## src/hdl/kvt_pkg.sv

```systemverilog
// ----------------------------------------------------------------------------
// kvt_pkg
// Shared types and constants for the key/value table: table size, command and
// status codes, the search item that walks the cell chain and the write bus.
// ----------------------------------------------------------------------------
package kvt_pkg;

  localparam int TABLE_DEPTH = 64;
  localparam int IDX_W       = (TABLE_DEPTH > 1) ? $clog2(TABLE_DEPTH) : 1;
  localparam int CNT_W       = $clog2(TABLE_DEPTH + 1);
  localparam int KEY_W       = 32;
  localparam int VAL_W       = 32;
  localparam int OUT_CNT_W   = 7;

  typedef enum logic [1:0] {
    CMD_INSERT = 2'd0,
    CMD_LOOKUP = 2'd1,
    CMD_ERASE  = 2'd2,
    CMD_NOP    = 2'd3
  } cmd_t;

  typedef enum logic [1:0] {
    ST_OK        = 2'd0,
    ST_NOT_FOUND = 2'd1,
    ST_DUPLICATE = 2'd2,
    ST_FULL      = 2'd3
  } status_t;

  typedef enum logic [1:0] {
    S_IDLE,
    S_BUSY,
    S_DONE
  } state_t;

  // Search item handed from cell to cell, one cell per cycle
  typedef struct packed {
    logic             vld;
    cmd_t             cmd;
    logic [KEY_W-1:0] key;
    logic             hit;
    logic             free_seen;
    logic [IDX_W-1:0] free_idx;
    logic [VAL_W-1:0] fval;
  } tok_t;

  // Broadcast write of a new entry at the end of an insert
  typedef struct packed {
    logic             en;
    logic [IDX_W-1:0] idx;
    logic [KEY_W-1:0] key;
    logic [VAL_W-1:0] value;
  } wr_t;

endpackage

```

## src/hdl/kvt_cell.sv

```systemverilog
// ----------------------------------------------------------------------------
// kvt_cell
// One table entry. Compares the passing search item against its key, notes a
// hit or a free slot, clears itself on an erase hit and takes a broadcast write.
// ----------------------------------------------------------------------------
module kvt_cell (
  input  logic                      clk,
  input  logic                      rst_n,
  input  logic [kvt_pkg::IDX_W-1:0] my_idx,
  input  kvt_pkg::tok_t             tok_in,
  input  kvt_pkg::wr_t              wr,
  output kvt_pkg::tok_t             tok_out
);

  logic                      valid_r;
  logic                      valid_nxt;
  logic [kvt_pkg::KEY_W-1:0] key_r;
  logic [kvt_pkg::VAL_W-1:0] value_r;
  kvt_pkg::tok_t             tok_r;
  kvt_pkg::tok_t             tok_nxt;
  logic                      match;
  logic                      wr_hit;

  assign match  = tok_in.vld && valid_r && (key_r == tok_in.key);
  assign wr_hit = wr.en && (wr.idx == my_idx);

  always_comb begin
    tok_nxt = tok_in;
    if (match) begin
      tok_nxt.hit = 1'b1;
      if (tok_in.cmd == kvt_pkg::CMD_LOOKUP) begin
        tok_nxt.fval = value_r;
      end
    end
    // first free entry along the chain is the insert target
    if (tok_in.vld && !valid_r && !tok_in.free_seen) begin
      tok_nxt.free_seen = 1'b1;
      tok_nxt.free_idx  = my_idx;
    end
  end

  always_comb begin
    valid_nxt = valid_r;
    if (match && (tok_in.cmd == kvt_pkg::CMD_ERASE)) begin
      valid_nxt = 1'b0;
    end
    if (wr_hit) begin
      valid_nxt = 1'b1;
    end
  end

  always_ff @(posedge clk) begin
    if (!rst_n) begin
      valid_r   <= 1'b0;
      tok_r.vld <= 1'b0;
    end else begin
      valid_r <= valid_nxt;
      tok_r   <= tok_nxt;
    end
  end

  always_ff @(posedge clk) begin
    if (wr_hit) begin
      key_r   <= wr.key;
      value_r <= wr.value;
    end
  end

  assign tok_out = tok_r;

endmodule

```

## config.mk

```make
export PLATFORM = sky130hd
export DESIGN_NAME = kvt_cell
export DESIGN_NICKNAME = d
export VERILOG_FILES = /design/src/hdl/kvt_pkg.sv /design/src/hdl/kvt_cell.sv
export SDC_FILE = /design/constraint.sdc
export NUM_CORES = 1
export LEC_CHECK = 0
export BUFFER_PORTS_ARGS = -buffer_cell sky130_fd_sc_hd__buf_2
export CAP_MARGIN = 0
export CORE_MARGIN = 2
export CORE_UTILIZATION = 43
export CTS_CLUSTER_SIZE = 20
export DETAILED_ROUTE_END_ITERATION = 10
export PLACE_DENSITY = 0.74
export SKIP_LAST_GASP = 1
export SLEW_MARGIN = 30
export SYNTH_ARGS = -nofsm -noshare
export SYNTH_HDL_FRONTEND = slang
export SYNTH_SLANG_ARGS = --single-unit
```

## constraint.sdc

```tcl
create_clock -name clk -period 7 [get_ports clk]
set_input_delay 0.35 -clock clk [delete_from_list [all_inputs] [get_ports clk]]
set_output_delay 0.35 -clock clk [all_outputs]
set_load 0.05 [all_outputs]
```

* Yosys cells after proc, flatten, opt, wreduce, memory -nomap -nowiden
Index checks and enable logic that the tools add are counted.
** Word-level totals
- Input bits :: 154
- Register bits :: 140
- Output and inout port bits :: 75
** Operators by class
- Mux-type cells :: 5
- Eq/ne operators :: 4
- Reduce and logical (&&, ||, !) cells :: 9
** Operators by type and width (number)
- $mux 32 :: 2
- $eq 32x32->1 :: 1
- $eq 6x6->1 :: 1
- $logic_and 1x1->1 :: 6
- $mux 6 :: 1
- $eq 2x1->1 const B :: 1
- $eq 2x2->1 const B :: 1
- $logic_not 1->1 :: 2
- $mux 1 :: 2
- $reduce_bool 2->1 :: 1

* Depth between registers and ports, before layout
Gate-level depths: netlist of run 1.
- Depth after elaboration :: 5
- Gate-level depth with buffers :: 6

* Least setup slack after synthesis of run 1
OpenSTA, ideal clock, no wires.
- Path kind :: input port to flip-flop
- From :: in my_idx[3] in the netlist's numbering
- To :: reg valid_r
- Data required time :: 6.902 ns
- Stages on the path :: 4
- Setup slack :: -0.549 ns
- Arrival :: 7.451 ns
- Path through :: xor2_1 nor4_1 o21ai_0 a31oi_1
** Between the ends
- Cells in the longest elaborated chain, start to end :: 3
- Elaborated cells between the ends (all ways) :: 4
- Those cells by class :: eq/ne (1); mux (1); reduce/logical (2)
** Ends and longest elaborated chain
- start, declared :: line kvt_cell.sv:9 : input logic [kvt_pkg::IDX_W-1:0] my_idx,
- $eq 6x6->1 :: line kvt_cell.sv:25 : assign wr_hit = wr.en && (wr.idx == my_idx);
- $logic_and 1x1->1 :: line kvt_cell.sv:25
- $mux 1 :: line kvt_cell.sv:47 : if (wr_hit) begin
- via valid_nxt :: line kvt_cell.sv:16 : logic valid_nxt;
- end signal, assigned :: line kvt_cell.sv:57 : valid_r <= valid_nxt;
- end, declared :: line kvt_cell.sv:15 : logic valid_r;
The timed path passes the listed nets, and every way through them passes these cells.
A chain may end at the register's enable or synchronous reset.

==> results of run 1 <==
==> layer usage <==
metal  up-vias  global-route usage (%)  share of wire, %
li1       1492                       -                 -
met1      1480                    18.5                37
met2       141                    29.8                53
met3        21                    5.27               7.5
met4         0                    7.87               2.0
met5         -                       0                 0
==> cell usage in the layout, fill, tap and decap left out, types with 2 or more instances in the layout <==
cell type	instances
buf_2	227
buf_4	2
bufinv_16	2
clkbuf_16	17
clkinv_1	3
clkinv_2	2
clkinvlp_4	5
dfxtp_1	2
edfxtp_1	138
inv_1	4
mux2_2	8
mux2_4	30
nand2_1	2
nand2b_1	3
nand3_1	2
nand4_1	2
nor2b_1	5
nor3_1	2
nor4_1	7
nor4_4	2
xnor2_1	4
xor2_1	26
==> power breakdown <==
part	switching (mW)	internal, mW	total [mW]
logic	0.178	0.0766	0.254
registers	0.00958	0.966	0.976
clock network	0.324	0.516	0.840
total	0.511	1.56	2.07
==> layout make-up <==
class / count / share of cell area [%]
timing repair buffer: 230 / 16.0
multi-input combinational: 108 / 15.5
sequential: 140 / 57.7
tap: 168 / 2.90
inverter: 4 / 0.207
clock inverter: 13 / 1.76
clock buffer: 18 / 5.92
==> cells by family (layout without fill, tap and decap cells) <==
family	after synthesis	count (layout)	share of synthesized area, %
flops	140	140	78.4
mux	38	38	10.1
simple gates	32	32	4.13
xor+xnor	30	30	4.93
compound gates	8	8	1.45
buf+inv	7	265	0.915
==> worst min-delay path by stage <==
stage	start	cells past startpoint	slack, ps	end
floorplan	wr[32]	0	450	key_r[0]
global placement	wr[1]	1	530	value_r[1]
detailed placement	wr[50]	1	530	key_r[18]
CTS	wr[49]	1	90	key_r[17]
global route	wr[49]	1	90	key_r[17]
finish	wr[2]	1	110	value_r[2]
==> Yosys cell counts (2+ instances only) <==
library cell  count
nor3b_1           2
nor3_1            2
nor2b_1           5
edfxtp_1        138
xnor2_1           4
nand3_1           2
nand4_1           2
dfxtp_1           2
nand2_1           2
nand2b_1          3
inv_1             4
buf_6             3
mux2_4           30
nor4_1            8
xor2_1           26
mux2_2            8
==> state kept, by name, summed over array words and instances, names as in the netlist <==
signal	cells
valid_r	1
key_r	32
tok_out	75
value_r	32
==> metrics by stage <==
step | cells | util [%] | area, um2 | setup slack [ps]
final | 681 | 60.1 | 7250 | 4450
after global routing | 681 | 60.1 | 7250 | 4210
after CTS | 681 | 60.0 | 7240 | 4370
after detailed placement | 650 | 55.4 | 6680 | 4310
after global placement | 650 | 55.4 | 6680 | 4290
after floorplan | 255 | - | 5340 | 2260
==> metrics.txt, run 1 <==
slowest cell on the critical path=buf_4; Worst R2R End=tok_out[0]; clock latency on the worst-skew pair=410 ps; DRT iter0 DRCs=around 180; post-synthesis sequential area ratio=approximately 78%; Final Max Slew Viols=0; total power draw=about 2.1 mW; FP Rows=40; mapped cell area=approximately 0.0053 mm2; synth unique cells=30; # fillers=about 910; n_diodes=0; WL final=between 10 and 15 mm; port bufs=around 230; gpl congestion=between 0.7 and 0.8; Max clock buf depth=2; Post-Syn Area per Cell=about 21 um2; RSZ-0062 raised after global routing=false; critical path class=register to register; Async SR Flop Fraction=0%; PwrDens=286 mW/mm2; Overflow after GRT=0; GRT Overall Usage=between 10% and 20%; CP peak stage delay=around 500 ps; layout cells sized above 1=58.9%; Post-synth EDFFs=138; CP Capture Type=register; Setup Fix Bufs, Post-CTS=0; post-synthesis cell count=between 200 and 300; clk root buf=clkbuf_16; antenna viol nets, final=0; routed length per instance=between 15 and 20 um; Final Hold Viols=0; status=finished clean; post-cts resize count=0; die area=around 0.013 mm2; crit path launch=key_r[19]; first-pass GRT wire length=about 16 mm; flop2flop setup slack=approximately 4500 ps; Worst Path Required=a little over 7000 ps; setup TNS=0 ps; static leakage=around 2.9 nW; Num CTS Buffers=17; CP max FO=32; boundary pin count=229; HP Class=primary input to register; hold buffers post-CTS=0; vias=between 3000 and 4000; largest net degree at the start of global routing=77; Worst slew margin=between 40% and 50%; iteration count of the initial detailed-routing pass=4; nets=655; vias per cell=~4.6; Top delay family on crit path=simple AND/OR/NAND/NOR gates; net count after synthesis=409; H-tree levels=4; Die Ht=between 100 and 150 um; top post-synthesis cells by area=edfxtp_1 (78%), mux2_4 (8.4%), xor2_1 (4.3%), mux2_2 (1.7%), nor4_1 (0.94%); Yosys warnings=0; Worst IR Drop VDD=between 0.15 and 0.2 mV; Worst Setup EP=tok_out[0]; flops & latches, synth=140; Final setup viols=0; crit path DAT=around 2700 ps; Final HPWL DP=between 7 and 8 mm; clk slew on worst S/H paths=approximately 60 ps; Initial Util=around 44%; Sink Count=140; TritonCTS clock tree=done; Most used DFF post-synth=edfxtp_1; Residual DRC=0; register area=approximately 0.0042 mm2; Max-Cap Viols=0; period utilisation layout=between 30% and 40%; Synth-to-Final Area Change=35.9%; crit path time final=roughly 2500 ps; clock skew=5.95 ps; Placeable Area=around 0.012 mm2; WHS=~110 ps; Yosys top cell by area=edfxtp_1; crit start category=register; top-area cell type share of the netlist area=77.7%; CP Cell Sequence=nor2b_4, a2111oi_4, nand4b_1, nor4_4, buf_4, mux2_2; worst reg2reg path startpoint=key_r[19]; initial antenna violation count=0; vias in the first global route=approximately 3300; Die W=around 120 um; CP Depth=6; worst r2r path cells=6; upper clock frequency limit=just under 400 MHz; multi-input logic area=~0.0011 mm2; slew of the pin with the lowest slew margin=865 ps; Worst Path Buf+Inv=1
Note: power is estimated with default switching activity, not from simulation.
==> run 2: changes to the inputs <==
Settings changed: CORE_UTILIZATION 43 to 47, PLACE_DENSITY 0.74 to 0.77.
Clock period 7 ns to 2.4 ns, I/O delays scaled along.
==> run 2 against run 1 <==
Against the previous run:
- clock power rose to 2.8 times the previous value
- clock skew up 3.9 ps
- critical path type is now primary input to register
- die area down 8.2%
- critical endpoint is now tok_out[31]
==> metrics.txt, run 2 (synthesized netlist as in run 1, its figures left out) <==
status=finished clean; vias per cell=4.84 (+5.2%); initial antenna violation count=0 (unchanged); slew of the pin with the lowest slew margin=595 ps (-270 ps); die area=0.0122 mm2 (-8.2%); iteration count of the initial detailed-routing pass=4 (unchanged); upper clock frequency limit=approximately 430 MHz; Final Hold Viols=0 (unchanged); Num CTS Buffers=17 (unchanged); # fillers=606 (-34%); boundary pin count=229 (unchanged); static leakage=3.45 nW (+17%); Synth-to-Final Area Change=58.5%; port bufs=228 (unchanged); pre-CTS WS=-24.3 ps (-4330 ps); CP peak stage delay=540 ps (+30 ps); Worst Path Required=2550 ps (-4610 ps); Placeable Area=0.0109 mm2 (-9.3%); PwrDens=722 mW/mm2 (+150%); Die Ht=111 um (-4.2%); Max clock buf depth=2 (unchanged); TritonCTS clock tree=done; Final setup viols=0 (unchanged); worst setup margin=97.0 ps (-4360 ps); n_diodes=0 (unchanged); critical path class=primary input to register; gpl congestion=0.801 (+5.4%); Worst slew margin=60.3% (+18 points); RSZ-0062 raised after global routing=false; first-pass GRT wire length=21.0 mm (+28%); crit path DAT=2450 ps (-260 ps); Residual DRC=0 (unchanged); CP Capture Type=register; Inst Count DP=624 (-4.0%); Die W=111 um (-4.2%); Sink Count=140 (unchanged); crit start category=primary input; FP Rows=38 (-5.0%); slowest cell on the critical path=dlygate4sd3_1; HP Class=primary input to register; clock skew=9.85 ps (+3.90 ps); clock latency on the worst-skew pair=400 ps (about the same); WL final=13.8 mm (+24%); vias in the first global route=4130 (+24%); clk slew on worst S/H paths=60 ps (about the same); layout cells sized above 1=49.5% (-9.3 points); Top delay family on crit path=buffers and inverters; max reg flops=75 (unchanged); routed length per instance=17.9 um (+10%); largest net degree at the start of global routing=67 (-13%); commonest non-fill, non-tap cell in the layout=buf_2; Overflow after GRT=0 (unchanged); GRT Overall Usage=22.5% (+5.6 points); Initial Util=48.8% (+4.6 points); Max-Cap Viols=0 (unchanged); Final HPWL DP=7.94 mm (+0.52%); CP max FO=8 (-75%); period utilisation layout=between 90% and 100%; Final Max Slew Viols=0 (unchanged); DRT iter0 DRCs=169 (-7.7%); most frequent cells in the layout=buf_2 (227), edfxtp_1 (138), dlygate4sd3_1 (109); vias=3717 (+19%); Worst Path Buf+Inv=4 (+3); nets=770 (+18%); antenna viol nets, final=0 (unchanged); clk root buf=clkbuf_16; CP Cell Sequence=dlygate4sd3_1, buf_2, xor2_1, nor4_2, nand4b_1, nor4_4, buf_6, buf_12, mux2_2; fin cells=768 (+13%); H-tree levels=4 (unchanged); Worst IR Drop VDD=0.518 mV (+230%); crit path time final=roughly 2300 ps; setup TNS=0 ps (unchanged)
-- run 2: power by group --
| part | switching (mW) | internal, mW |
|---|---|---|
| clock | 0.946 | 1.40 |
| combinational | 0.559 | 0.346 |
| sequential | 0.0314 | 2.82 |
-- run 2: cell type report --
| cell class | instances | area [um2] | share of cell area [%] |
|---|---|---|---|
| Multi-Input combinational cell | 108 | 1160 | 13.7 |
| Sequential cell | 140 | 4180 | 49.5 |
| Clock inverter | 13 | 103 | 1.21 |
| Inverter | 4 | 15.0 | 0.178 |
| Timing Repair Buffer | 345 | 2390 | 28.3 |
| Tap cell | 140 | 175 | 2.07 |
| Clock buffer | 18 | 429 | 5.08 |
-- run 2: timing repair --
item,CTS,global route
pin swaps,4,4
setup endpoints to repair,30,32
buffers inserted,1,0
hold endpoints to repair,109,0
resized for setup,3,3
hold buffers,109,0
gates cloned,1,2
-- run 2: layer usage --
metal / wire length, um / track usage, %
met3: 1030 / 7.79
met4: 293 / 9.75
met1: 5010 / 23.9
met5: 0 / 0
met2: 7420 / 40.4
-- run 2: path summary, 6_finish.rpt --
kind                     from          end  slack, ps  depth (start not counted)
setup / recovery   tok_in[47]  tok_out[31]        100                          9
hold reg to reg   value_r[15]  tok_out[15]        540                          1
setup reg to reg     key_r[7]  tok_out[31]        120                          7
hold / removal      tok_in[4]   tok_out[4]         20                          2
-- run 2: per-stage QoR --
step           total power, mW  instance area [um2]  hold WS [ps]  utilization, %
3_5_place_dp              3.65                 6720           298            61.5
3_3_place_gp              3.63                 6720           297            61.5
6_report                  6.10                 8460          18.2            77.3
2_1_floorplan             3.36                 5370           219               -
5_1_grt                   6.30                 8460          1.72            77.3
4_1_cts                   6.13                 8390         0.692            76.7
==> run 3: changes to the inputs <==
Settings changed: CORE_ASPECT_RATIO set to 1.25.
==> run 3 against run 2 <==
Against the previous run:
- clock-buffer cell count increased by 1
- via count decreased by 0.40%
- maximum frequency decreased by 1.3%
- non-clock buffer count increased by 2
- first-iteration DRC count decreased by 10%
- critical path depth decreased by 2
- worst setup slack got worse by 30 ps
- highest routed layer unchanged
==> metrics.txt, run 3 (synthesized netlist as in run 1, its figures left out) <==
status=finished clean; nets=772 (+0.26%); register area=0.00418 mm2 (unchanged); vias in the first global route=4038 (-2.2%); Placeable Area=0.0111 mm2 (+1.3%); antenna viol nets, final=0 (unchanged); Worst Hold Launch=tok_in[26]; CP Capture Type=register; WL final=13.9 mm (+0.90%); max reg flops=75 (unchanged); initial antenna violation count=2 (+2); Sink Count=140 (unchanged); PwrDens=773 mW/mm2 (+7.1%); Worst IR Drop VDD=0.514 mV (-0.76%); worst reg2reg path startpoint=key_r[13]; TritonCTS clock tree=done; FP Rows=43 (+13%); Final HPWL DP=8.33 mm (+4.9%); Int Power=5.02 mW (+9.9%); static leakage=3.51 nW (+1.6%); upper clock frequency limit=429 MHz (-1.3%); worst setup margin=67.3 ps (-29.7 ps); crit path launch=key_r[13]; iteration count of the initial detailed-routing pass=4 (unchanged); Die W=99.3 um (-10%); switch share=24.0% (-1.2 points); vias per cell=4.82 (-0.40%); post-layout util=77.1% (-0.25 points); Comb pwr share=13.7% (-1.1 points); Max-Cap Viols=0 (unchanged); crit path time final=2330 ps (+29.7 ps); critical path class=register to register; Synth-to-Final Area Change=60.1%; total power draw=6.60 mW (+8.2%); Max clock buf depth=2 (unchanged); Layout Cell Area excl Fill=0.00854 mm2 (+1.0%); placed cell areas=0.00671 mm2 (about the same); Initial Util=48.1% (-0.65 points); die area=0.0122 mm2 (about the same); CP max FO=16 (+8); setup TNS=0 ps (unchanged); clk slew on worst S/H paths=60 ps (about the same); Num CTS Buffers=17 (unchanged); Die Ht=123 um (+11%); Residual DRC=0 (unchanged); gpl congestion=0.757 (-5.5%); Worst Path Required=2560 ps (about the same); port bufs=228 (unchanged); multi-input logic area=0.00114 mm2 (-1.3%); Overflow after GRT=0 (unchanged); most frequent cells in the layout=buf_2 (226), edfxtp_1 (138), dlygate4sd3_1 (111); HP Class=primary input to register; slew of the pin with the lowest slew margin=572 ps (-22.9 ps); routed length per instance=18.1 um (+0.90%); Clock power frac=43.1% (+4.6 points); pre-CTS WS=2.48 ps (+26.8 ps); NetSw=1.59 mW (+3.2%); layout cells sized above 1=49.6% (+0.082 points); vias=3702 (-0.40%); crit start category=register; clock skew=12.1 ps (+2.26 ps); Final Max Slew Viols=0 (unchanged); Final setup viols=0 (unchanged); clk root buf=clkbuf_16; Worst slew margin=61.9% (+1.5 points); # fillers=647 (+6.8%); Flop pwr share=43.1% (-3.6 points); H-tree levels=4 (unchanged); Final Hold Viols=0 (unchanged); DRT iter0 DRCs=152 (-10%); clock latency on the worst-skew pair=410 ps (about the same); commonest non-fill, non-tap cell in the layout=buf_2; largest net degree at the start of global routing=67 (unchanged); period utilisation layout=97.2% (+1.2 points); GRT Overall Usage=22.1% (-0.41 points); boundary pin count=229 (unchanged); crit path DAT=2490 ps (+40 ps); first-pass GRT wire length=19.8 mm (-5.7%)
run 3: layout make-up:
| type | instances | area share, % |
|---|---|---|
| tap | 135 | 1.98 |
| antenna | 2 | 0.0586 |
| clock buffer | 19 | 5.07 |
| sequential | 140 | 49.0 |
| clock inverter | 13 | 2.49 |
| timing repair buffer | 347 | 27.9 |
| inverter | 4 | 0.176 |
| multi-input combinational | 108 | 13.4 |
run 3: timing repair:
item | CTS | global route
endpoints found under the hold margin | 110 | 1
buffers inserted | 0 | 3
endpoints found under the setup margin | 3 | 32
resized for setup | 0 | 6
hold buffers | 110 | 1
pin swaps | 0 | 3
gates cloned | 0 | 2
run 3: worst paths after layout:
check                                   end  slack (ps)  cells past startpoint
worst min-delay path            tok_out[26]          20                      2
worst max register to register  tok_out[14]          70                      7
worst min register to register   tok_out[0]         550                      1
worst max-delay path            tok_out[14]          70                      7
run 3: power by group through the flow:
stage | clock network, mW | logic (mW) | registers, mW
6_report | 2.85 | 0.907 | 2.85
5_1_grt | 2.99 | 0.948 | 2.86
4_1_cts | 2.88 | 0.898 | 2.85
3_5_place_dp | 0 | 0.754 | 2.90
3_3_place_gp | 0 | 0.742 | 2.89
2_1_floorplan | 0 | 0.0981 | 3.27
run 3: metal layers:
metal  wire (um)  up-vias  part of all wire, %  track usage, %
met2        8250      151                   59            44.1
met3         802       26                  5.8            6.22
li1            -     1728                    -               -
met1        4490     1797                   32            20.5
met4         336        0                  2.4            9.59
met5           0        -                    0               0
run 3: worst max-delay path: stages (launching register included):
cell and delay (ps):
edfxtp_1 410, nor2b_1 180, a2111oi_4 270, nand4b_1 250, nor4_4 310, buf_6 170
buf_12 190, mux2_4 310
run 3: metrics by stage:
| stage | cells | hold slack, ps |
|---|---|---|
| floorplan | 255 | 219 |
| global placement | 619 | 297 |
| detailed placement | 619 | 298 |
| CTS | 761 | 0.598 |
| global route | 768 | 1.11 |
| finish | 768 | 20.4 |
